<file path="config.mk">
export PLATFORM = sky130hd
export DESIGN_NAME = rsp_queue
export DESIGN_NICKNAME = d
export VERILOG_FILES = /design/src/rtl/core/reed_solomon_parity_encoder_assert.svh /design/src/rtl/core/rsp_pkg.sv /design/src/rtl/core/rsp_queue.sv
export SDC_FILE = /design/constraint.sdc
export NUM_CORES = 1
export LEC_CHECK = 0
export BUFFER_PORTS_ARGS = -buffer_cell sky130_fd_sc_hd__buf_2
export CAP_MARGIN = 20
export CORE_MARGIN = 5
export CORE_UTILIZATION = 47
export CTS_CLUSTER_SIZE = 14
export DETAILED_ROUTE_END_ITERATION = 10
export PLACE_DENSITY = 0.75
export SLEW_MARGIN = 20
export SYNTH_ARGS = -nofsm -noshare
export SYNTH_HDL_FRONTEND = slang
export SYNTH_SLANG_ARGS = --single-unit
</file>
<file path="constraint.sdc">
create_clock -name clk -period 2.6 [get_ports clk]
set_input_delay 0.39 -clock clk [delete_from_list [all_inputs] [get_ports clk]]
set_output_delay 0.39 -clock clk [all_outputs]
set_load 0.02 [all_outputs]
</file>
<file path="src/rtl/core/reed_solomon_parity_encoder_assert.svh">
// Assertion macros for the Reed-Solomon parity encoder.
// Included by the top level; needs nothing else.
`ifndef REED_SOLOMON_PARITY_ENCODER_ASSERT_SVH
`define REED_SOLOMON_PARITY_ENCODER_ASSERT_SVH

// Same-cycle implication, checked outside reset.
`define RSP_ASSERT_NOW(label, clk, rst_n, cond, expr) \
    label: assert property (@(posedge clk) disable iff (!rst_n) (cond) |-> (expr)) \
        else $error("same-cycle check failed");

// Next-cycle implication, checked outside reset.
`define RSP_ASSERT_NEXT(label, clk, rst_n, cond, expr) \
    label: assert property (@(posedge clk) disable iff (!rst_n) (cond) |=> (expr)) \
        else $error("next-cycle check failed");

`endif

</file>
<file path="src/rtl/core/rsp_pkg.sv">
// Shared types, constants and GF(256) arithmetic for the parity encoder.
// No dependencies.
package rsp_pkg;

    // Low byte of the primitive polynomial 0x11D; the x^8 term is the carry.
    localparam logic [7:0] GF_POLY_LOW = 8'h1D;

    // Parity count after reset.
    localparam logic [5:0] PARITY_RESET = 6'd10;

    // Register decode: address bit 2 selects the register index.
    localparam logic REG_PARITY_COUNT = 1'b0;

    // Depth of the queue between front and back.
    localparam int QUEUE_DEPTH = 4;

    // One queued data byte with its end-of-block flag.
    typedef struct packed {
        logic       last;
        logic [7:0] data;
    } item_t;

    // Back-end status toward the top level.
    typedef struct packed {
        logic absorb;
        logic drain;
    } back_stat_t;

    // GF(256) multiply, shift-and-add over the eight bits of y.
    function automatic logic [7:0] gf_mul(input logic [7:0] x, input logic [7:0] y);
        logic [7:0] acc;
        logic [7:0] a;
        acc = 8'h00;
        a   = x;
        for (int k = 0; k < 8; k++)
        begin
            if (y[k])
            begin
                acc = acc ^ a;
            end
            a = {a[6:0], 1'b0} ^ (a[7] ? GF_POLY_LOW : 8'h00);
        end
        return acc;
    endfunction

endpackage

</file>
<file path="src/rtl/core/rsp_queue.sv">
// Front end: accepts data bytes from the input stream into a short queue.
// Depends on rsp_pkg.
module rsp_queue (
    input  logic               clk,
    input  logic               rst_n,
    input  logic               hold,
    input  logic               s_tvalid,
    output logic               s_tready,
    input  logic [7:0]         s_tdata,   // [7:0] data_byte
    input  logic               s_tlast,
    output logic               q_valid,
    output rsp_pkg::item_t     q_item,
    input  logic               q_pop
);

    localparam int PTR_W = $clog2(rsp_pkg::QUEUE_DEPTH);
    localparam int CNT_W = $clog2(rsp_pkg::QUEUE_DEPTH + 1);

    rsp_pkg::item_t    q_mem_reg [rsp_pkg::QUEUE_DEPTH];
    logic [PTR_W-1:0]  wr_ptr_reg;
    logic [PTR_W-1:0]  rd_ptr_reg;
    logic [CNT_W-1:0]  count_reg;
    logic              push;
    logic              pop;

    // No transaction is taken while full or while the generator is rebuilt.
    assign s_tready = (count_reg != CNT_W'(rsp_pkg::QUEUE_DEPTH)) && !hold;
    assign push     = s_tvalid && s_tready;
    assign q_valid  = (count_reg != '0);
    assign pop      = q_pop && q_valid;
    assign q_item   = q_mem_reg[rd_ptr_reg];

    // Queue storage.
    always_ff @(posedge clk)
    begin
        if (push)
        begin
            q_mem_reg[wr_ptr_reg] <= '{last: s_tlast, data: s_tdata};
        end
    end

    // Pointers and fill count.
    always_ff @(posedge clk or negedge rst_n)
    begin
        if (!rst_n)
        begin
            wr_ptr_reg <= '0;
            rd_ptr_reg <= '0;
            count_reg  <= '0;
        end
        else
        begin
            if (push)
            begin
                wr_ptr_reg <= wr_ptr_reg + PTR_W'(1);
            end
            if (pop)
            begin
                rd_ptr_reg <= rd_ptr_reg + PTR_W'(1);
            end
            if (push && !pop)
            begin
                count_reg <= count_reg + CNT_W'(1);
            end
            else if (pop && !push)
            begin
                count_reg <= count_reg - CNT_W'(1);
            end
        end
    end

endmodule

</file>
* After elaboration in Yosys (flattened, before gate mapping)
Memory sizes are Yosys's and may differ from the RTL's.
Index checks and enable logic that the tools add are counted.
** Word-level totals
- Register bits after elaboration :: 7
- Memory bits (writable) :: 36
- Output and inout bits :: 11
- Memories :: 1
** Memory list
- q_mem_reg :: depth 4, bits a word 9, rd ports 1, clocked after Yosys merged registers in 0, write ports 1, RTL line rsp_queue.sv:19 : rsp_pkg::item_t q_mem_reg [rsp_pkg::QUEUE_DEPTH];
** Cells by class
- Add/sub/neg operators :: 4
- Eq/ne operators :: 1
- Muxes and demuxes :: 4
- Reduce and logical (&&, ||, !) cells :: 10
** Operators with widths (count)
- 3-bit two-way mux :: 2
- 1-bit logical AND :: 5
- 2-bit by 1-bit adder with 2-bit output, second input constant :: 2
- 3-bit by 1-bit adder with 3-bit output, second input constant :: 1
- 1-bit zero test :: 3
- 3-bit inequality test, second input constant :: 1
- 3-bit nonzero test :: 1
- 3-bit by 1-bit subtractor with 3-bit output, second input constant :: 1
- 1-bit two-way mux :: 2
- 2-bit nonzero test :: 1

* Depth between registers and ports, before layout
- Depth in word-level cells :: 7
- Gate-level depth with buffers :: 8
- Gate-level depth less buffers :: 8

* Least setup slack after synthesis
Ideal clock, no wire load.
- Path type :: register to register
- Start point :: register count_reg[0]
- End point :: register count_reg[2]
- Setup time :: 79 ps
- Arrival time :: 1918 ps
- Slack :: 603 ps
- Stages on the path, launching flop included :: 9
- Buffers on the path :: 0
- Cell sequence :: dfrtp_1 -> or3_4 -> nand2_4 -> ha_1 -> inv_1 -> fa_1 -> xor2_1 -> nor2_1 -> xor2_1
** On the way
- Elaborated cells on any way between the ends :: 14
- Those cells by class :: 2 x add/sub; 1 x eq/ne; 2 x mux; 9 x reduce/logical
** RTL lines
- from (decl) :: RTL line rsp_queue.sv:22 : logic [CNT_W-1:0] count_reg;
- from (signal assigned) :: RTL line rsp_queue.sv:63 : count_reg <= count_reg + CNT_W'(1);
- from (signal assigned) :: RTL line rsp_queue.sv:67 : count_reg <= count_reg - CNT_W'(1);
- 3-bit nonzero test (*) :: RTL line rsp_queue.sv:29 : assign q_valid = (count_reg != '0);
- net q_valid :: RTL line rsp_queue.sv:11 : output logic q_valid,
- 1-bit logical AND (*) :: RTL line rsp_queue.sv:30 : assign pop = q_pop && q_valid;
- 1-bit zero test :: RTL line rsp_queue.sv:61 : if (push && !pop)
- 1-bit logical AND :: RTL line rsp_queue.sv:61
- 3-bit two-way mux / 2-bit nonzero test (equally long branches)
Mark *: on every way through the listed nets, which the timed path passes. The rest lies on a longest branch. The select of a mux whose other input is x is not followed.
A chain may end at the register's enable or synchronous reset.

==> flow_summary.json <==
{
  "finalWorstSetupSlack_ns": 0.404,
  "htree_levels": 2,
  "die_area_um2": 5040,
  "coreArea_um2": 3630,
  "tritoncts": "built",
  "path_buf_inv": 2,
  "grt_pass1_vias": 908,
  "vias": 827,
  "fmax_mhz": 455,
  "cp_max_fo": 7,
  "regToRegEndpoint": "count_reg[2]",
  "postRouteAntennaNets": 0,
  "worstHoldPathType": "in2reg",
  "drt-initial-drc-count": 25,
  "syn_area_um2": 1750,
  "hold_ws_ns": 0.313,
  "antennaDiodeCount": 0,
  "drt_wl_total_um": 2610,
  "io_pins": 25,
  "ys_seq_elements": 43,
  "insertion_delay_ns": 0.29,
  "finalNetCount": 134,
  "vdd_drop_max_mv": 0.364,
  "clockBufferDepth": 2,
  "finClkSkew_ns": 0.00444,
  "fin_util_pct": 56.8,
  "cts_buffers": 5,
  "hold_depth": 1,
  "start_util_pct": 48.1,
  "syn_area_per_cell_um2": 21.1,
  "dieWidth_um": 71.0,
  "grt_max_degree": 14,
  "synth_nets": 103,
  "powerDensity_nw_per_um2": 1090,
  "finalHoldViolCount": 0,
  "drive_gt1_share_pct": 43.5,
  "tightest_slew_ns": 0.492,
  "synth_top_area_share_pct": 61.8,
  "status": "complete, no violations",
  "fillerInstances": 292,
  "area_growth_pct": 18.0,
  "min_from": "s_tlast",
  "r2r-start": "count_reg[0]",
  "syn_inst": 83,
  "rows": 22,
  "crit_path_start_kind": "register",
  "drc": 0,
  "worstPathArrival_ns": 1.81,
  "crit_path_end_kind": "primary output",
  "r2r_cells": 8,
  "pre_cts_ws_ns": 0.552,
  "final_cells": 163,
  "overflow": 0,
  "p_leak_nw": 0.763,
  "fin_crit_sh_pct": 84.5,
  "ctsHoldBuffers": 1,
  "cts_root_buffer": "clkbuf_8",
  "holdPathEnd": "q_mem_reg[1][8]",
  "grt_setup_unrepaired": "no",
  "grtUsageTotal_pct": 12.4,
  "die_h_um": 71.0,
  "setup-violations-final": 0,
  "cts.sinks": 43,
  "yosys.area.top_type": "edfxtp_1",
  "grt_pass1_wl_um": 4470,
  "place.gp.congestion": 0.668,
  "antenna_found_initial": 0,
  "period_needed_ns": 2.20,
  "critPathKind": "reg2out",
  "crit_chain": "buf_4 -> mux4_2 -> buf_2",
  "synth.area.top_cells": "edfxtp_1, mux4_2, dfrtp_1",
  "largest_reg_flops": 36,
  "post_cts_buffers": 0,
  "cts_resized": 0,
  "finalPower_mw": 2.26,
  "fin_area_um2": 2060,
  "yosysWarnings": 0,
  "slowest_stage": "dfrtp_1",
  "netlist-cell-type-count": 21,
  "maxCapViolations": 0,
  "crit_family": "flip-flops",
  "place.detailed.hpwl_um": 1770,
  "slowest_delay_ns": 0.58,
  "reg2reg_slack_ns": 0.56,
  "dpl_cell_area_um2": 1920,
  "path_clk_slew_ns": 0.08,
  "port-buffer-count": 24,
  "via_per_inst": 5.07,
  "slew_viol_final": 0,
  "worstPathRequired_ns": 2.21,
  "ys_seq_area_share_pct": 71.8,
  "slew_headroom_pct": 67.2,
  "dpl.cell_count": 154,
  "setup_tns_ns": 0,
  "firstDrtPassIters": 4,
  "wl_per_cell_um": 16.0
}
power by group:
part           switching (mW)  internal [mW]
clock network           0.205          0.384
logic                   0.339          0.334
registers               0.124          0.870
layer usage:
metal / track usage [%] / share of wire [%]
met3: 4.55 / 5.3
met2: 19.9 / 52
met1: 14.3 / 40
met5: 0 / 0
met4: 6.89 / 2.9
area by class of cell:
type	instances	area, um2	area share [%]
clock buffers	6	72.6	3.52
well taps	48	60.1	2.91
repair buffers	26	138	6.67
flip-flops and latches	43	1260	60.9
multi-input cells	35	465	22.6
inverters	3	11.3	0.546
clock inverters	2	60.1	2.91
how the worst max path moves through the flow:
stage	startpoint	endpoint	slack [ns]	cells after the start
floorplan	count_reg[0]	count_reg[2]	0.60	8
global placement	hold	count_reg[2]	0.62	9
detailed placement	count_reg[0]	count_reg[2]	0.55	8
CTS	rd_ptr_reg[0]	q_item[7]	0.36	3
global route	rd_ptr_reg[0]	q_item[8]	0.28	3
finish	rd_ptr_reg[0]	q_item[7]	0.40	3
cell usage in the layout (no fill, tap or decap), drive strengths merged, types with 3 or more instances in the layout:
cell	instances
inv	3
buf	25
mux4	9
xnor2	4
dfrtp	7
ha	5
edfxtp	36
and2	4
clkbuf	6
logic make-up after synthesis:
family	share of synthesized area, %
and+or+nand+nor	4.36
adders and majority gates	4.72
DFF	71.8
buffers and inverters	1.57
muxes	13.3
AOI/OAI and AO/OA	1.22
xor gates and xnor gates	3.00
synth_stat cells:
master     n
edfxtp_1  36
mux4_2     8
dfrtp_1    7
ha_1       5
and2_2     4
xnor2_1    4
inv_1      3
nor2_1     2
xor2_1     2
a21oi_1    1
a21oi_4    1
buf_2      1
buf_6      1
fa_1       1
mux2_2     1
mux2_4     1
mux4_1     1
nand2_4    1
nand2b_1   1
nand3_2    1
or3_4      1
No activity file was read; power rests on OpenSTA's default activity.
