`src/rtl/core/reed_solomon_parity_encoder_assert.svh`:
```
// Assertion macros for the Reed-Solomon parity encoder.
// Included by the top level; needs nothing else.
`ifndef REED_SOLOMON_PARITY_ENCODER_ASSERT_SVH
`define REED_SOLOMON_PARITY_ENCODER_ASSERT_SVH

// Same-cycle implication, checked outside reset.
`define RSP_ASSERT_NOW(label, clk, rst_n, cond, expr) \
    label: assert property (@(posedge clk) disable iff (!rst_n) (cond) |-> (expr)) \
        else $error("same-cycle check failed");

// Next-cycle implication, checked outside reset.
`define RSP_ASSERT_NEXT(label, clk, rst_n, cond, expr) \
    label: assert property (@(posedge clk) disable iff (!rst_n) (cond) |=> (expr)) \
        else $error("next-cycle check failed");

`endif

```
`src/rtl/core/rsp_pkg.sv`:
```
// Shared types, constants and GF(256) arithmetic for the parity encoder.
// No dependencies.
package rsp_pkg;

    // Low byte of the primitive polynomial 0x11D; the x^8 term is the carry.
    localparam logic [7:0] GF_POLY_LOW = 8'h1D;

    // Parity count after reset.
    localparam logic [5:0] PARITY_RESET = 6'd10;

    // Register decode: address bit 2 selects the register index.
    localparam logic REG_PARITY_COUNT = 1'b0;

    // Depth of the queue between front and back.
    localparam int QUEUE_DEPTH = 4;

    // One queued data byte with its end-of-block flag.
    typedef struct packed {
        logic       last;
        logic [7:0] data;
    } item_t;

    // Back-end status toward the top level.
    typedef struct packed {
        logic absorb;
        logic drain;
    } back_stat_t;

    // GF(256) multiply, shift-and-add over the eight bits of y.
    function automatic logic [7:0] gf_mul(input logic [7:0] x, input logic [7:0] y);
        logic [7:0] acc;
        logic [7:0] a;
        acc = 8'h00;
        a   = x;
        for (int k = 0; k < 8; k++)
        begin
            if (y[k])
            begin
                acc = acc ^ a;
            end
            a = {a[6:0], 1'b0} ^ (a[7] ? GF_POLY_LOW : 8'h00);
        end
        return acc;
    endfunction

endpackage

```
`src/rtl/core/rsp_gen.sv`:
```
// Generator polynomial builder: multiplies in one root (x + a^i) per cycle.
// Depends on rsp_pkg.
module rsp_gen #(
    parameter int MAX_PARITY = 32,
    parameter int CNT_W      = 6
) (
    input  logic             clk,
    input  logic             rst_n,
    input  logic             start,
    input  logic [CNT_W-1:0] n_eff,
    output logic             busy,
    output logic [7:0]       coeff [MAX_PARITY + 1]
);

    logic [7:0]       gen_reg [MAX_PARITY + 1];
    logic [7:0]       gen_next [MAX_PARITY + 1];
    logic [7:0]       root_reg;
    logic [CNT_W-1:0] step_reg;
    logic             busy_reg;

    // One root step on all coefficients at once; unused high terms stay zero.
    always_comb
    begin
        gen_next[0] = rsp_pkg::gf_mul(gen_reg[0], root_reg);
        for (int j = 1; j <= MAX_PARITY; j++)
        begin
            gen_next[j] = gen_reg[j - 1] ^ rsp_pkg::gf_mul(gen_reg[j], root_reg);
        end
    end

    // Build sequencer; reset and a parity count write both restart it from g(x) = 1.
    always_ff @(posedge clk or negedge rst_n)
    begin
        if (!rst_n)
        begin
            busy_reg <= 1'b1;
            step_reg <= '0;
            root_reg <= 8'h01;
            for (int j = 0; j <= MAX_PARITY; j++)
            begin
                gen_reg[j] <= (j == 0) ? 8'h01 : 8'h00;
            end
        end
        else if (start)
        begin
            busy_reg <= 1'b1;
            step_reg <= '0;
            root_reg <= 8'h01;
            for (int j = 0; j <= MAX_PARITY; j++)
            begin
                gen_reg[j] <= (j == 0) ? 8'h01 : 8'h00;
            end
        end
        else if (busy_reg)
        begin
            gen_reg  <= gen_next;
            root_reg <= rsp_pkg::gf_mul(root_reg, 8'h02);
            step_reg <= step_reg + CNT_W'(1);
            if (step_reg == n_eff - CNT_W'(1))
            begin
                busy_reg <= 1'b0;
            end
        end
    end

    assign busy  = busy_reg;
    assign coeff = gen_reg;

endmodule

```
`config.mk`:
```
export PLATFORM = sky130hd
export DESIGN_NAME = rsp_gen
export DESIGN_NICKNAME = d
export VERILOG_FILES = /design/src/rtl/core/reed_solomon_parity_encoder_assert.svh /design/src/rtl/core/rsp_pkg.sv /design/src/rtl/core/rsp_gen.sv
export SDC_FILE = /design/constraint.sdc
export NUM_CORES = 2
export LEC_CHECK = 0
export ABC_AREA = 1
export BUFFER_PORTS_ARGS = -buffer_cell sky130_fd_sc_hd__buf_2
export CAP_MARGIN = 5
export CORE_AREA = 2 2 401 403
export CTS_CLUSTER_SIZE = 28
export DETAILED_ROUTE_END_ITERATION = 16
export DIE_AREA = 0 0 403 405
export PLACE_DENSITY = 0.57
export SYNTH_ARGS = -nofsm -noshare
export SYNTH_HDL_FRONTEND = slang
export SYNTH_SLANG_ARGS = --single-unit
```
`constraint.sdc`:
```
create_clock -name clk -period 2.45 [get_ports clk]
set_input_delay 0.1225 -clock clk [delete_from_list [all_inputs] [get_ports clk]]
set_output_delay 0.1225 -clock clk [all_outputs]
set_load 0.01 [all_outputs]
```
=== Word-level counts from Yosys, hierarchy flattened ===
Index checks and enable logic that the tools add are counted.

* Add/subtract/negate cells: 2
* Mux-type cells: 505
* Reduce and logical (&&, ||, !) cells: 1
* Bitwise logic cells: 495
* Equal/unequal tests: 1

{| class="wikitable"
|+ Operators by type and width
! operator !! count
|-
| $mux 8 || 266
|-
| $xor 8x8->8 || 263
|-
| $xor 8x5->8 || 232
|-
| $mux 5 || 232
|-
| $mux 264 || 2
|-
| $mux 6 || 2
|-
| $add 6x1->6 const B || 1
|-
| $eq 6x6->1 || 1
|-
| $sub 6x1->6 const B || 1
|-
| $mux 1 || 3
|-
| $reduce_bool 2->1 || 1
|}

* Flip-flop bits (word level): 279
* Input port bits: 9
* Logic and storage cells: 1040
* Output and inout port bits: 265

=== Longest topological paths before layout ===
* Word-level depth: 19
* Mapped depth: 20
* Depth with buffers taken out: 20

=== Worst setup path before layout ===
OpenSTA, ideal clock, no wires.

* Path kind: reg-to-reg
* From: reg root_reg[0]
* To: reg gen_reg, in the netlist coeff[19]
* Buffers on the path: 3
* Setup slack: 0.414 ns
* Stages on the path, launching flop included: 13
* Period minus slack after synthesis: 2.036 ns
* Library setup time: 0.118 ns
* Data required time: 2.332 ns
* Data arrival time: 1.918 ns
* Cells stage by stage: dfstp_2 buf_4 buf_2 buf_2 nand2_1 xor2_1 xor2_1 xor2_1 nand2_1 nand2_1 nand2_1 nand3_1 nand2_1

* Longest elaborated chain between the ends: 18

{| class="wikitable"
|+ RTL lines
! element !! RTL line !! text
|-
| start, declared || rsp_gen.sv:17 || <nowiki>logic [7:0] root_reg;</nowiki>
|-
| start signal, assigned || rsp_gen.sv:57 || <nowiki>root_reg <= rsp_pkg::gf_mul(root_reg, 8'h02);</nowiki>
|-
| $mux 8 (*) || rsp_pkg.sv:37 || <nowiki>if (y[k])</nowiki>
|-
| $xor 8x8->8 || rsp_pkg.sv:39 || <nowiki>acc = acc ^ a;</nowiki>
|-
| $mux 8 (*) || rsp_pkg.sv:37 ||
|-
| $xor 8x8->8 || rsp_pkg.sv:39 ||
|-
| $mux 8 (*) || rsp_pkg.sv:37 ||
|-
| $xor 8x8->8 || rsp_pkg.sv:39 ||
|-
| $mux 8 (*) || rsp_pkg.sv:37 ||
|-
| $xor 8x8->8 || rsp_pkg.sv:39 ||
|-
| [2 not listed] || -- ||
|-
| $mux 8 (*) || rsp_pkg.sv:37 ||
|-
| $xor 8x8->8 || rsp_pkg.sv:39 ||
|-
| $mux 8 (*) || rsp_pkg.sv:37 ||
|-
| $xor 8x8->8 || rsp_pkg.sv:39 ||
|-
| $mux 8 (*) || rsp_pkg.sv:37 ||
|-
| $xor 8x8->8 (*) || rsp_gen.sv:27 || <nowiki>gen_next[j] = gen_reg[j - 1] ^ rsp_pkg::gf_mul(gen_reg[j], root_reg);</nowiki>
|-
| $mux 264 (*) || rsp_gen.sv:54 || <nowiki>else if (busy_reg)</nowiki>
|-
| $mux 264 (*) || rsp_gen.sv:44 || <nowiki>else if (start)</nowiki>
|-
| end signal, assigned by index || rsp_gen.sv:41 || <nowiki>gen_reg[j] <= (j == 0) ? 8'h01 : 8'h00;</nowiki>
|-
| end signal, assigned by index || rsp_gen.sv:51 || <nowiki>gen_reg[j] <= (j == 0) ? 8'h01 : 8'h00;</nowiki>
|-
| end signal, assigned || rsp_gen.sv:56 || <nowiki>gen_reg <= gen_next;</nowiki>
|-
| end, declared || rsp_gen.sv:15 || <nowiki>logic [7:0] gen_reg [MAX_PARITY + 1];</nowiki>
|}

Every way passes the cells marked *; elsewhere a longest branch is shown, timed or not. The select of a mux whose other input is x is not followed.
A chain may end at the register's enable or synchronous reset.

=== Worst setup path in the final report ===
* From: reg root_reg[0]
* To: reg gen_reg, in the netlist coeff[113]

The elaborated chain is that of the path after synthesis.

==> out/results.txt <==
max incr delay on CP = 0.66 ns
part of the Yosys area used for sequential elements = 0.126
failing checks = negative setup slack
Ant. Diodes = 0
final cell count without fillers = 12800
CTS H-Tree Depth = 2
max-cap viol count = 0
1st-iter DRT viols = 5024
dpl hpwl = 149000 microns
core area = 159000 sq um
placed cell count = 12700
Avg WL per Cell = 17.1 microns
crit path time final = 2.50 ns
initial antenna violation count = 4
Slowest-stage cell, CP = dfstp_4
WS Path Type = flip-flop to flip-flop
maximum buffer depth of the clock tree = 3
Final WS setup = -0.0469 ns
Routability Congestion = 0.908
Yosys warnings = 0
overflow left after global routing = 0
Slew HR = 0.537
Layout Skew = 0.0197 ns
vias in the first global route = 60900
setup violators final = 1
mux contribution to synthesized area = 0
CTS tree = yes
run status = finished with violations
max reg flops = 264
Worst path most repeated cell = buf_12
Post-Synthesis Cells = 10400
PD cells = 1220 nW/um^2
worst vdd ir = 0.626 mV
I/O Buffers = 273
WL final = 220000 microns
flops & latches, synth = 279
Mapped Nets = 10400
die width = 403 microns
Syn-to-layout area delta = 17.0%
Critical R2R Launch = root_reg[0]$_DFFE_PN1P_
Antenna Nets Post-Route = 0
top cell type's share of synthesized area = 0.322
start point of the critical path = root_reg[0]$_DFFE_PN1P_
CTS root buf = clkbuf_16
P_sw = 47900 uW
CP Max Fanout = 8
largest net degree at the start of global routing = 93
fin nets = 10700
via-per-instance ratio = 5.08
FMAX = 400 MHz
HP Class = input port to async pin
element type at the critical path end = flip-flop
drt pass-1 iters = 7
post-synthesis simple-gate area fraction = 0.507
CTS Buf Count = 49
Worst-path clk slew = 0.06 ns
total negative slack = -0.0469 ns
Initial Util = 0.348
slew at the pin closest to its max-slew limit = 0.695 ns
global-route wire length before repair = 339000 microns
internal power = 31400 uW
drc violations = 0
fin crit share = 1.02
crit start category = flip-flop
CP arrival = 3.03 ns
clk_lat worst skew = 0.67 ns
share of total power in combinational logic = 0.783
most frequent cells in the layout = nand2_1, nand3_1, inv_1
Clock power frac = 0.092
post-synthesis compound-gate area fraction = 0.0305
RSZ-0062 raised after global routing = true
largest family of logic cells by synthesized area = simple AND/OR/NAND/NOR gates
mean post-synth cell area = 5.32 sq um
cells along the critical path = buf_16 > buf_12 > buf_12 > clkbuf_16 > buf_12 > nand2_4 > xnor2_2 > xnor2_1 > xor2_1 > xor2_1 > nand2_1 > nand2_1 > o22ai_1
most common cell after layout, fill and taps aside = nand2_1
Die Height = 405 microns
clk sinks = 279
total track usage = 0.258
max-slew violations = 0
Synth Area in XOR/XNOR = 0.229
sw frac = 0.604
row count = 147
endpoints failing hold = 0
DR vias = 65200
Reg power frac = 0.125
die footprint = 163000 sq um
leading area contributor after synthesis = nand2_1
I/O Pins = 274
Leak Pwr = 0.0331 uW
post-synthesis adder-cell area fraction = 0.000452
layout cells sized above 1 = 0.104
top post-synthesis cells by area = nand2_1, dfrtp_1, xor2_1
worst endpoint required time = 2.98 ns
synth unique cells = 41
Netlist Area Pre-Place = 55400 sq um
==> kinds of logic (layout without fill, tap and decap cells) <==
family	after synthesis	in the layout
AND/OR/NAND/NOR	6905	6905
AO/OA/AOI/OAI	310	310
adder cells (fa/ha/maj)	2	2
buffers and inverters	1487	1836
flip-flops	279	279
XOR/XNOR	1431	1431
==> layout make-up <==
type	instances	area, sq um
tap	2086	2610
timing repair buffer	730	6130
sequential	279	7040
inverter	1014	3850
fill	17300	94500
clock buffer	76	1470
multi-input combinational	8648	43500
clock inverter	16	116
==> path summary, 6_finish.rpt <==
kind                                      endpoint  slack (ns)  cells past startpoint
max                         coeff[113]$_DFFE_PN0P_       -0.05                     13
min                          coeff[52]$_DFFE_PN0P_        0.03                      3
max reg2reg                 coeff[113]$_DFFE_PN0P_       -0.05                     13
min reg2reg                step_reg[5]$_DFFE_PN0P_        0.48                      1
max in group asynchronous    coeff[55]$_DFFE_PN0P_        1.50                      3
min in group clk           step_reg[2]$_DFFE_PN0P_        0.34                      3
==> metal layers <==
metal / global-route usage / up-vias / wire [microns]
met5: 0 / - / 13
met4: 0.0993 / 2 / 8730
met3: 0.0399 / 461 / 16400
met2: 0.428 / 2269 / 99100
met1: 0.336 / 30200 / 96100
li1: - / 32300 / -
==> through the flow <==
stage	util	power [uW]	setup slack, ns	instance area (sq um)	hold WS, ns
2_1_floorplan	-	51600	0.414	55400	-0.173
3_3_place_gp	0.385	68800	0.00659	61300	-0.0456
3_5_place_dp	0.385	69500	-0.0572	61300	-0.0440
4_1_cts	0.396	77300	-0.00675	63000	0.0327
5_1_grt	0.407	87500	-0.120	64800	0.0391
6_report	0.407	79300	-0.0469	64800	0.0328
==> synthesized netlist by cell type (all sizes together) <==
library cell,n
nand2,4770
nand3,1078
inv,1010
nor2,812
xor2,756
xnor2,671
buf,333
dfrtp,276
o21ai,183
clkbuf,140
nand3b,114
or2,62
nand4,60
a21oi,59
o21bai,31
o22ai,29
clkinv,4
a21o,3
and2,3
dfstp,3
nand2b,3
xnor3,3
ha,2
nor3,2
o211ai,2
a2111oi,1
a22o,1
a41oi,1
or3,1
xor3,1
==> repair_timing <==
action,4_1_cts,5_1_grt
endpoints found under the hold margin,286,0
buffers inserted,1,34
hold buffers,7,0
resized for setup,5,295
setup endpoints to repair,10,158
pin swaps,2,201
gates cloned,2,8
==> power groups by stage <==
| stage | Sequential, uW | Combinational, uW | Clock (uW) |
|---|---|---|---|
| after detailed placement | 9780 | 59700 | 0 |
| final | 9880 | 62100 | 7310 |
| after global placement | 9780 | 59000 | 0 |
| after CTS | 9720 | 60100 | 7520 |
| after global routing | 10200 | 69700 | 7650 |
| after floorplan | 9050 | 42500 | 0 |
==> critical path, delay by kind of cell, from the launching register on <==
kind	cells	cell delay, ns
AOI/OAI and AO/OA	1	0.06
buffers and inverters	5	0.73
xor gates and xnor gates	4	0.70
DFF	1	0.66
and+or+nand+nor	3	0.19
Note: power is estimated with default switching activity, not from simulation.
