`src/rtl/core/reed_solomon_parity_encoder_assert.svh`:
```
// Assertion macros for the Reed-Solomon parity encoder.
// Included by the top level; needs nothing else.
`ifndef REED_SOLOMON_PARITY_ENCODER_ASSERT_SVH
`define REED_SOLOMON_PARITY_ENCODER_ASSERT_SVH

// Same-cycle implication, checked outside reset.
`define RSP_ASSERT_NOW(label, clk, rst_n, cond, expr) \
    label: assert property (@(posedge clk) disable iff (!rst_n) (cond) |-> (expr)) \
        else $error("same-cycle check failed");

// Next-cycle implication, checked outside reset.
`define RSP_ASSERT_NEXT(label, clk, rst_n, cond, expr) \
    label: assert property (@(posedge clk) disable iff (!rst_n) (cond) |=> (expr)) \
        else $error("next-cycle check failed");

`endif

```
`src/rtl/core/rsp_pkg.sv`:
```
// Shared types, constants and GF(256) arithmetic for the parity encoder.
// No dependencies.
package rsp_pkg;

    // Low byte of the primitive polynomial 0x11D; the x^8 term is the carry.
    localparam logic [7:0] GF_POLY_LOW = 8'h1D;

    // Parity count after reset.
    localparam logic [5:0] PARITY_RESET = 6'd10;

    // Register decode: address bit 2 selects the register index.
    localparam logic REG_PARITY_COUNT = 1'b0;

    // Depth of the queue between front and back.
    localparam int QUEUE_DEPTH = 4;

    // One queued data byte with its end-of-block flag.
    typedef struct packed {
        logic       last;
        logic [7:0] data;
    } item_t;

    // Back-end status toward the top level.
    typedef struct packed {
        logic absorb;
        logic drain;
    } back_stat_t;

    // GF(256) multiply, shift-and-add over the eight bits of y.
    function automatic logic [7:0] gf_mul(input logic [7:0] x, input logic [7:0] y);
        logic [7:0] acc;
        logic [7:0] a;
        acc = 8'h00;
        a   = x;
        for (int k = 0; k < 8; k++)
        begin
            if (y[k])
            begin
                acc = acc ^ a;
            end
            a = {a[6:0], 1'b0} ^ (a[7] ? GF_POLY_LOW : 8'h00);
        end
        return acc;
    endfunction

endpackage

```
`src/rtl/core/rsp_back.sv`:
```
// Back end: LFSR remainder update per data byte and parity drain per block.
// Depends on rsp_pkg.
module rsp_back #(
    parameter int MAX_PARITY = 32,
    parameter int CNT_W      = 6
) (
    input  logic                clk,
    input  logic                rst_n,
    input  logic                clear,
    input  logic [CNT_W-1:0]    n_eff,
    input  logic [7:0]          coeff [MAX_PARITY + 1],
    input  logic                q_valid,
    input  rsp_pkg::item_t      q_item,
    output logic                q_pop,
    output rsp_pkg::back_stat_t stat,
    output logic                m_tvalid,
    input  logic                m_tready,
    output logic [15:0]         m_tdata,   // [7:0] parity_byte, [12:8] parity_index
    output logic                m_tlast
);

    localparam int IDX_W = $clog2(MAX_PARITY);

    typedef enum logic [1:0] {
        ST_ABSORB = 2'b01,
        ST_DRAIN  = 2'b10
    } state_t;

    state_t           state_reg;
    state_t           state_next;
    logic [7:0]       rem_reg  [MAX_PARITY];
    logic [7:0]       rem_next [MAX_PARITY];
    logic [CNT_W-1:0] cnt_reg;
    logic [CNT_W-1:0] cnt_next;
    logic [IDX_W-1:0] top_idx;
    logic [7:0]       top_byte;
    logic [7:0]       factor;
    logic             slot_free;
    logic             load_out;
    logic             drain_last;
    logic [CNT_W+4:0] idx_wide;
    logic             out_valid_reg;
    logic [7:0]       out_byte_reg;
    logic [4:0]       out_index_reg;
    logic             out_last_reg;

    // The remainder is held by power of x: entry n-1 is the highest order term.
    assign top_idx    = IDX_W'(n_eff - CNT_W'(1));
    assign top_byte   = rem_reg[top_idx];
    assign factor     = q_item.data ^ top_byte;
    assign slot_free  = !out_valid_reg || m_tready;
    assign drain_last = (cnt_reg == n_eff - CNT_W'(1));
    assign q_pop      = (state_reg == ST_ABSORB);
    assign load_out   = (state_reg == ST_DRAIN) && slot_free;
    assign idx_wide   = {5'b00000, cnt_reg};

    // Next remainder, next state and drain count.
    always_comb
    begin
        rem_next   = rem_reg;
        state_next = state_reg;
        cnt_next   = cnt_reg;
        unique case (state_reg)
            ST_ABSORB:
            begin
                if (q_valid)
                begin
                    for (int i = 0; i < MAX_PARITY; i++)
                    begin
                        if (CNT_W'(i) < n_eff)
                        begin
                            rem_next[i] = rsp_pkg::gf_mul(coeff[i], factor) ^
                                          ((i == 0) ? 8'h00 : rem_reg[(i == 0) ? 0 : i - 1]);
                        end
                        else
                        begin
                            rem_next[i] = 8'h00;
                        end
                    end
                    if (q_item.last)
                    begin
                        state_next = ST_DRAIN;
                        cnt_next   = '0;
                    end
                end
            end
            ST_DRAIN:
            begin
                if (slot_free)
                begin
                    // Shift toward the top; zeros fill in so the block ends cleared.
                    for (int i = 0; i < MAX_PARITY; i++)
                    begin
                        if ((i != 0) && (CNT_W'(i) < n_eff))
                        begin
                            rem_next[i] = rem_reg[(i == 0) ? 0 : i - 1];
                        end
                        else
                        begin
                            rem_next[i] = 8'h00;
                        end
                    end
                    cnt_next = cnt_reg + CNT_W'(1);
                    if (drain_last)
                    begin
                        state_next = ST_ABSORB;
                    end
                end
            end
            default:
            begin
                state_next = ST_ABSORB;
            end
        endcase
    end

    // Remainder and control registers.
    always_ff @(posedge clk or negedge rst_n)
    begin
        if (!rst_n)
        begin
            state_reg <= ST_ABSORB;
            cnt_reg   <= '0;
            for (int i = 0; i < MAX_PARITY; i++)
            begin
                rem_reg[i] <= 8'h00;
            end
        end
        else if (clear)
        begin
            state_reg <= ST_ABSORB;
            cnt_reg   <= '0;
            for (int i = 0; i < MAX_PARITY; i++)
            begin
                rem_reg[i] <= 8'h00;
            end
        end
        else
        begin
            state_reg <= state_next;
            cnt_reg   <= cnt_next;
            rem_reg   <= rem_next;
        end
    end

    // Output register valid flag.
    always_ff @(posedge clk or negedge rst_n)
    begin
        if (!rst_n)
        begin
            out_valid_reg <= 1'b0;
        end
        else if (load_out)
        begin
            out_valid_reg <= 1'b1;
        end
        else if (m_tready)
        begin
            out_valid_reg <= 1'b0;
        end
    end

    // Output register payload.
    always_ff @(posedge clk)
    begin
        if (load_out)
        begin
            out_byte_reg  <= top_byte;
            out_index_reg <= idx_wide[4:0];
            out_last_reg  <= drain_last;
        end
    end

    assign m_tvalid    = out_valid_reg;
    assign m_tdata     = {3'b000, out_index_reg, out_byte_reg};
    assign m_tlast     = out_last_reg;
    assign stat.absorb = (state_reg == ST_ABSORB);
    assign stat.drain  = (state_reg == ST_DRAIN);

endmodule

```
`config.mk`:
```
export PLATFORM = sky130hd
export DESIGN_NAME = rsp_back
export DESIGN_NICKNAME = d
export VERILOG_FILES = /design/src/rtl/core/reed_solomon_parity_encoder_assert.svh /design/src/rtl/core/rsp_pkg.sv /design/src/rtl/core/rsp_back.sv
export SDC_FILE = /design/constraint.sdc
export NUM_CORES = 2
export LEC_CHECK = 0
export ABC_CLOCK_PERIOD_IN_PS = 6500
export BUFFER_PORTS_ARGS = -buffer_cell sky130_fd_sc_hd__buf_2
export CORE_ASPECT_RATIO = 1.1
export CORE_MARGIN = 4
export CORE_UTILIZATION = 40
export DETAILED_ROUTE_END_ITERATION = 6
export PLACE_DENSITY = 0.59
export SLEW_MARGIN = 10
export SYNTH_ARGS = -nofsm -noshare
export SYNTH_HDL_FRONTEND = slang
export SYNTH_SLANG_ARGS = --single-unit
```
`constraint.sdc`:
```
create_clock -name clk -period 6.5 [get_ports clk]
set_input_delay 0.975 -clock clk [delete_from_list [all_inputs] [get_ports clk]]
set_output_delay 0.975 -clock clk [all_outputs]
set_load 0.01 [all_outputs]
```
Word level (Yosys, flattened, before mapping)

Cells that the tools add are included.

Memory bits (read-only): 0
Bits in writable memories: 0
Logic and storage cells: 1897
Output and inout port bits: 21
Bits of input ports: 284
Bits in registers: 279
Latch bits: 0
Memories kept: 0

Add/sub/neg operators: 2
Order comparisons: 33
Div/mod/pow operators: 0
Bitwise gates (word level): 481
Multipliers: 0
Equal/unequal tests: 7
Reduce and logical (&&, ||, !) cells: 8
Shifts and indexed selects: 0
Mux-type cells: 1328

Operators with widths:

| operator                                                  | count |
|---|---|
| two-way mux 8 bit                                         | 1086 |
| bitwise XOR 8 bit                                         | 256 |
| bitwise XOR 8 x 5 -> 8 bit                                | 224 |
| two-way mux 5 bit                                         | 224 |
| two-way mux 256 bit                                       | 3 |
| case mux 256 bit (2 select lines)                         | 1 |
| < comparator 5 x 6 -> 1 bit (first input constant)        | 16 |
| < comparator 4 x 6 -> 1 bit (first input constant)        | 8 |
| binary-select mux 8 bit (select 5 bit)                    | 1 |
| < comparator 3 x 6 -> 1 bit (first input constant)        | 4 |
| two-way mux 6 bit                                         | 4 |
| < comparator 1 x 6 -> 1 bit (first input constant)        | 2 |
| < comparator 2 x 6 -> 1 bit (first input constant)        | 2 |
| case mux 6 bit (2 select lines)                           | 1 |
| two-way mux 2 bit                                         | 5 |
| AND reduction 4 bit                                       | 2 |
| adder 6 x 1 -> 6 bit (second input constant)              | 1 |
| == test 6 bit                                             | 1 |
| greater-or-equal comparator 6 bit (second input constant) | 1 |
| != test 3 x 2 -> 1 bit (second input constant)            | 2 |
| != test 3 bit (second input constant)                     | 2 |
| NOT 5 -> 6 bit                                            | 1 |
| subtractor 6 x 1 -> 6 bit (second input constant)         | 1 |
| case mux 2 bit (2 select lines)                           | 1 |
| 9 further kinds                                           | 10 |

Logic depth before layout (Yosys ltp)

Depth in word-level cells: 50
Depth in mapped cells: 26

Worst setup path after synthesis

OpenSTA, ideal clock, no wires.

Path kind: input port to flip-flop
From: input n_eff[0]
To: register rem_reg[11] (netlist bit)
Required time: 6.364 ns
Cell stages on the path: 20
Library setup time: 0.136 ns
Path slack: 1.396 ns
Arrival: 4.969 ns
Path buffers: 9
Cells stage by stage: buf_6 buf_6 inv_1 buf_2 ha_1 buf_4 buf_6 buf_2 a2111oi_1 a2111o_1 a21oi_1 buf_4 buf_4 buf_2 nor3_1 nor3_1 o41ai_2 nor2_1 a2111oi_0 nand2_1

Cells in the longest elaborated chain, start to end: 50
Elaborated cells between the ends (all ways): 53
Classes of those cells: add/sub (1); order compare (1); mux (41); bitwise (10)

RTL lines:

| element                                              | line            | RTL |
|---|---|---|
| from (decl)                                          | rsp_back.sv:10  | `input logic [CNT_W-1:0] n_eff,` |
| subtractor 6 x 1 -> 6 bit                            | n/a             |  |
| NOT 5 -> 6 bit (not written as such)                 | rsp_back.sv:49  | `assign top_byte = rem_reg[top_idx];` |
| binary-select mux 8 bit (select 5 bit)               | rsp_back.sv:49  |  |
| two-way mux 8 bit (not written as such) (2 in a row) | rsp_back.sv:49  |  |
| bitwise XOR 8 bit                                    | rsp_back.sv:50  | `assign factor = q_item.data ^ top_byte;` |
| two-way mux 8 bit                                    | rsp_pkg.sv:37   | `if (y[k])` |
| two-way mux 8 bit                                    | rsp_back.sv:70  | `if (CNT_W'(i) < n_eff)` |
| two-way mux 8 bit                                    | rsp_back.sv:66  | `if (q_valid)` |
| (+33 left out)                                       | n/a             |  |
| two-way mux 8 bit                                    | rsp_back.sv:70  |  |
| two-way mux 8 bit                                    | rsp_back.sv:66  |  |
| two-way mux 8 bit                                    | rsp_back.sv:63  | `unique case (state_reg)` |
| bitwise XOR 8 bit                                    | rsp_back.sv:72  | `rem_next[i] = rsp_pkg::gf_mul(coeff[i], factor) ^` |
| two-way mux 8 bit                                    | rsp_back.sv:70  |  |
| two-way mux 256 bit                                  | rsp_back.sv:66  |  |
| case mux 256 bit (2 select lines) (*)                | rsp_back.sv:63  |  |
| two-way mux 256 bit (*)                              | rsp_back.sv:129 | `else if (clear)` |
| to (signal assigned)                                 | rsp_back.sv:142 | `rem_reg <= rem_next;` |
| to (decl)                                            | rsp_back.sv:31  | `logic [7:0] rem_reg [MAX_PARITY];` |

Mark *: on every way between the ends. The rest lies on a longest branch, timed or not. The select of a mux whose other input is x is not followed.
A chain may end at the register's enable or synchronous reset.

Final worst setup path

From: input n_eff[1]
To: register rem_reg[171] (netlist bit)

Same word-level chain as after synthesis.

==> summary.txt <==
Register area: 7053 sq um
Area of the core: 148000 sq um
Multi-input logic area: 48730 sq um
Fin. max-slew vios: 0
Failing checks: design-rule violations
Most common library cell in the layout ignoring fill and taps: xnor2_1
Setup TNS: 0 ns
YS warnings: 0
Max-slew headroom: 6.498%
Largest net degree at the start of global routing: 190
DIE AREA: 155300 sq um
Fin crit share: 90.45%
Post-layout util: 44.48%
I/O Buffers: 293
Clk_skew: 0.04981 ns
CP Data Required Time: 6.96 ns
Slew @ Worst Pin: 1.390 ns
Startpoint Class: primary input
Worst Hold Class: in -> async
Post-synthesis sequential area ratio: 11.83%
Initial core utilization: 40.29%
Status: complete, but fails checks
Share of Yosys cell area claimed by the top area cell type: 22.36%
Fraction of registers with async set/reset: 94.98%
GRT Util Overall: 38.63%
Yosys cell types: 111
Fraction of final layout cells sized beyond drive strength 1: 11.76%
Post-CTS Setup Inserts: 0
R2r worst-path depth: 13
Drt wl/cell: 30.93 um
Endpoint type of the worst setup path: flip-flop
CTS tree: built
Total power: 34.36 mW
Hold Fails Final Rpt: 0
Maximum vdd ir drop: 0.3814 mV
Chip width: 376.1 um
Setup repair after global routing missed its margin: no
Initial DRT Pass Iterations: 7
FP Rows: 148
# DRC: 4
End of the worst register-to-register path: rem_reg[131]$_DFFE_PN0P_
Post-CTS Resized: 0
Post-synth design cell area: 59610 sq um
Pwr/cell area: 522.1 nW/um^2
Die height: 412.9 um
Top cells by area, synth: xnor2_1 (22%), dfrtp_1 (11%), xor2_1 (8.1%)
GPL Wtd Cong: 1.018
CTS sink count: 279
Most frequent cells in the layout: xnor2_1 (1520), nand2_1 (1032), nor2_1 (619)
Crit path from: n_eff[1]
Number of synthesized flops with an enable pin: 14
Final setup viols: 0
Top FF cell, synth: dfrtp_1
Worst reg2reg startpoint: rem_reg[109]$_DFFE_PN0P_
Vias post-DR: 66590
Leakage: 25.78 nW
Critical Path AT: 6.34 ns
Peak fanout along the critical path: 22
Highest clock rate: 0.1701 GHz
# IOs: 305
DP Worst Slack: 0.3580 ns
Worst-path clk slew: 0.07 ns
Final min period: 5.879 ns
Syn Area/Cell: 7.231 sq um
Worst Hold Slack: 0.3614 ns
Fill cells: 14940
Total CTS buffers: 36
Slowest cell delay on critical path: 0.91 ns
Net count, final: 8460
Root Driver: clkbuf_16
Routed WL: 315300 um
Max reg flops: 256
DRT iter0 DRCs: 10640
CTS H-tree lvls: 2
CTS Hold Bufs: 0
Reg2Reg Setup Slack: 1.47 ns
Area growth syn-to-layout: 10.41%
CP cell instances: buf_2, inv_1, ha_4, buf_4, mux4_2, mux2i_1, o21ai_0, o2111ai_2, xnor2_4, nor2_2, a21oi_1, o32ai_1, xor2_1, nor3b_1, a2111oi_0, nand2_1
Slowest CP cell: nor2_2
Total of max-cap violations: 0
FF+latch count, synth: 279
Post-Synthesis Cells: 8244
PnR worst setup slack: 0.6206 ns
Leading area contributor after synthesis: xnor2_1
Worst skew pair latency: 0.61 ns
Vias in the first global route: 60600
Detail Route Antenna Nets: 0
Max clock buf depth: 3
First-pass GRT wire length: 444000 um
Hpwl dp: 225100 um
GRT Residual Overflow: 0
DR vias/cell: 6.533
Crit Path Class: in -> reg
Critical Path Sink: rem_reg[171]$_DFFE_PN0P_
Initial antenna violation count: 57
[synthesized netlist by cell type, types with 74 or more instances]
master,instances
o21ai_0,498
xor2_1,550
clkbuf_1,407
buf_1,83
dfrtp_1,264
nand3_1,376
xnor3_1,128
o21ai_1,91
inv_1,74
nor2_1,625
mux2i_1,94
nand2_1,1035
a21oi_1,295
nor3_1,493
buf_2,268
a22oi_1,89
xnor2_1,1522
a32oi_1,133
[routing by layer]
layer | share of wire (%) | vias to the layer above | track usage, %
li1 | - | 28460 | -
met1 | 39 | 32180 | 50.96
met2 | 40 | 4870 | 54.21
met3 | 14 | 1043 | 11.83
met4 | 7.6 | 28 | 25.10
met5 | 0.058 | - | 0
[power breakdown]
group	switching, mW	total (mW)	internal, mW
clock	0.964	2.28	1.31
sequential	0.991	3.33	2.34
combinational	17.0	28.8	11.7
[logic make-up (layout without fill, tap and decap cells)]
family	after synthesis	count (layout)	share of synthesized area [%]
buffers and inverters	921	874	7.037
other	1	46	0.006291
muxes	151	151	3.543
xor gates and xnor gates	2206	2206	35.47
DFF	279	279	11.83
and+or+nand+nor	2927	2927	22.27
AOI/OAI and AO/OA	1754	1754	19.73
adders and majority gates	5	5	0.1049
[critical path, delay by kind of cell]
kind	cells	cell delay, ns
AOI/OAI and AO/OA	5	1.43
and+or+nand+nor	3	1.13
xor gates and xnor gates	2	0.85
muxes	2	0.77
adders and majority gates	1	0.59
buffers and inverters	3	0.51
[per-stage QoR]
| step | instance area, sq um | cells |
|---|---|---|
| floorplan | 59620 | 8246 |
| global placement | 64400 | 10080 |
| detailed placement | 64410 | 10080 |
| CTS | 65710 | 10150 |
| global route | 65770 | 10170 |
| finish | 65820 | 10190 |
[worst min-delay path by stage]
| stage | startpoint | end | cells after the start |
|---|---|---|---|
| finish | rst_n | cnt_reg[1]$_DFFE_PN0P_ | 1 |
| detailed placement | rem_reg[2]$_DFFE_PN0P_ | rem_reg[2]$_DFFE_PN0P_ | 2 |
| global placement | rem_reg[3]$_DFFE_PN0P_ | rem_reg[3]$_DFFE_PN0P_ | 2 |
| global route | rst_n | rem_reg[122]$_DFFE_PN0P_ | 1 |
| CTS | rst_n | rem_reg[126]$_DFFE_PN0P_ | 1 |
| floorplan | cnt_reg[2]$_DFFE_PN0P_ | out_index_reg[2]$_DFFE_PP_ | 0 |
[cell type report]
cell class | instances | share of cell area [%]
Multi-Input combinational cell | 7046 | 74.04
Inverter | 76 | 0.4448
Timing Repair Buffer | 732 | 8.946
Antenna cell | 43 | 0.1635
Clock inverter | 18 | 0.4505
Sequential cell | 279 | 10.72
Clock buffer | 48 | 1.528
Tap cell | 1950 | 3.707
Power figures use the tool's default switching activity.
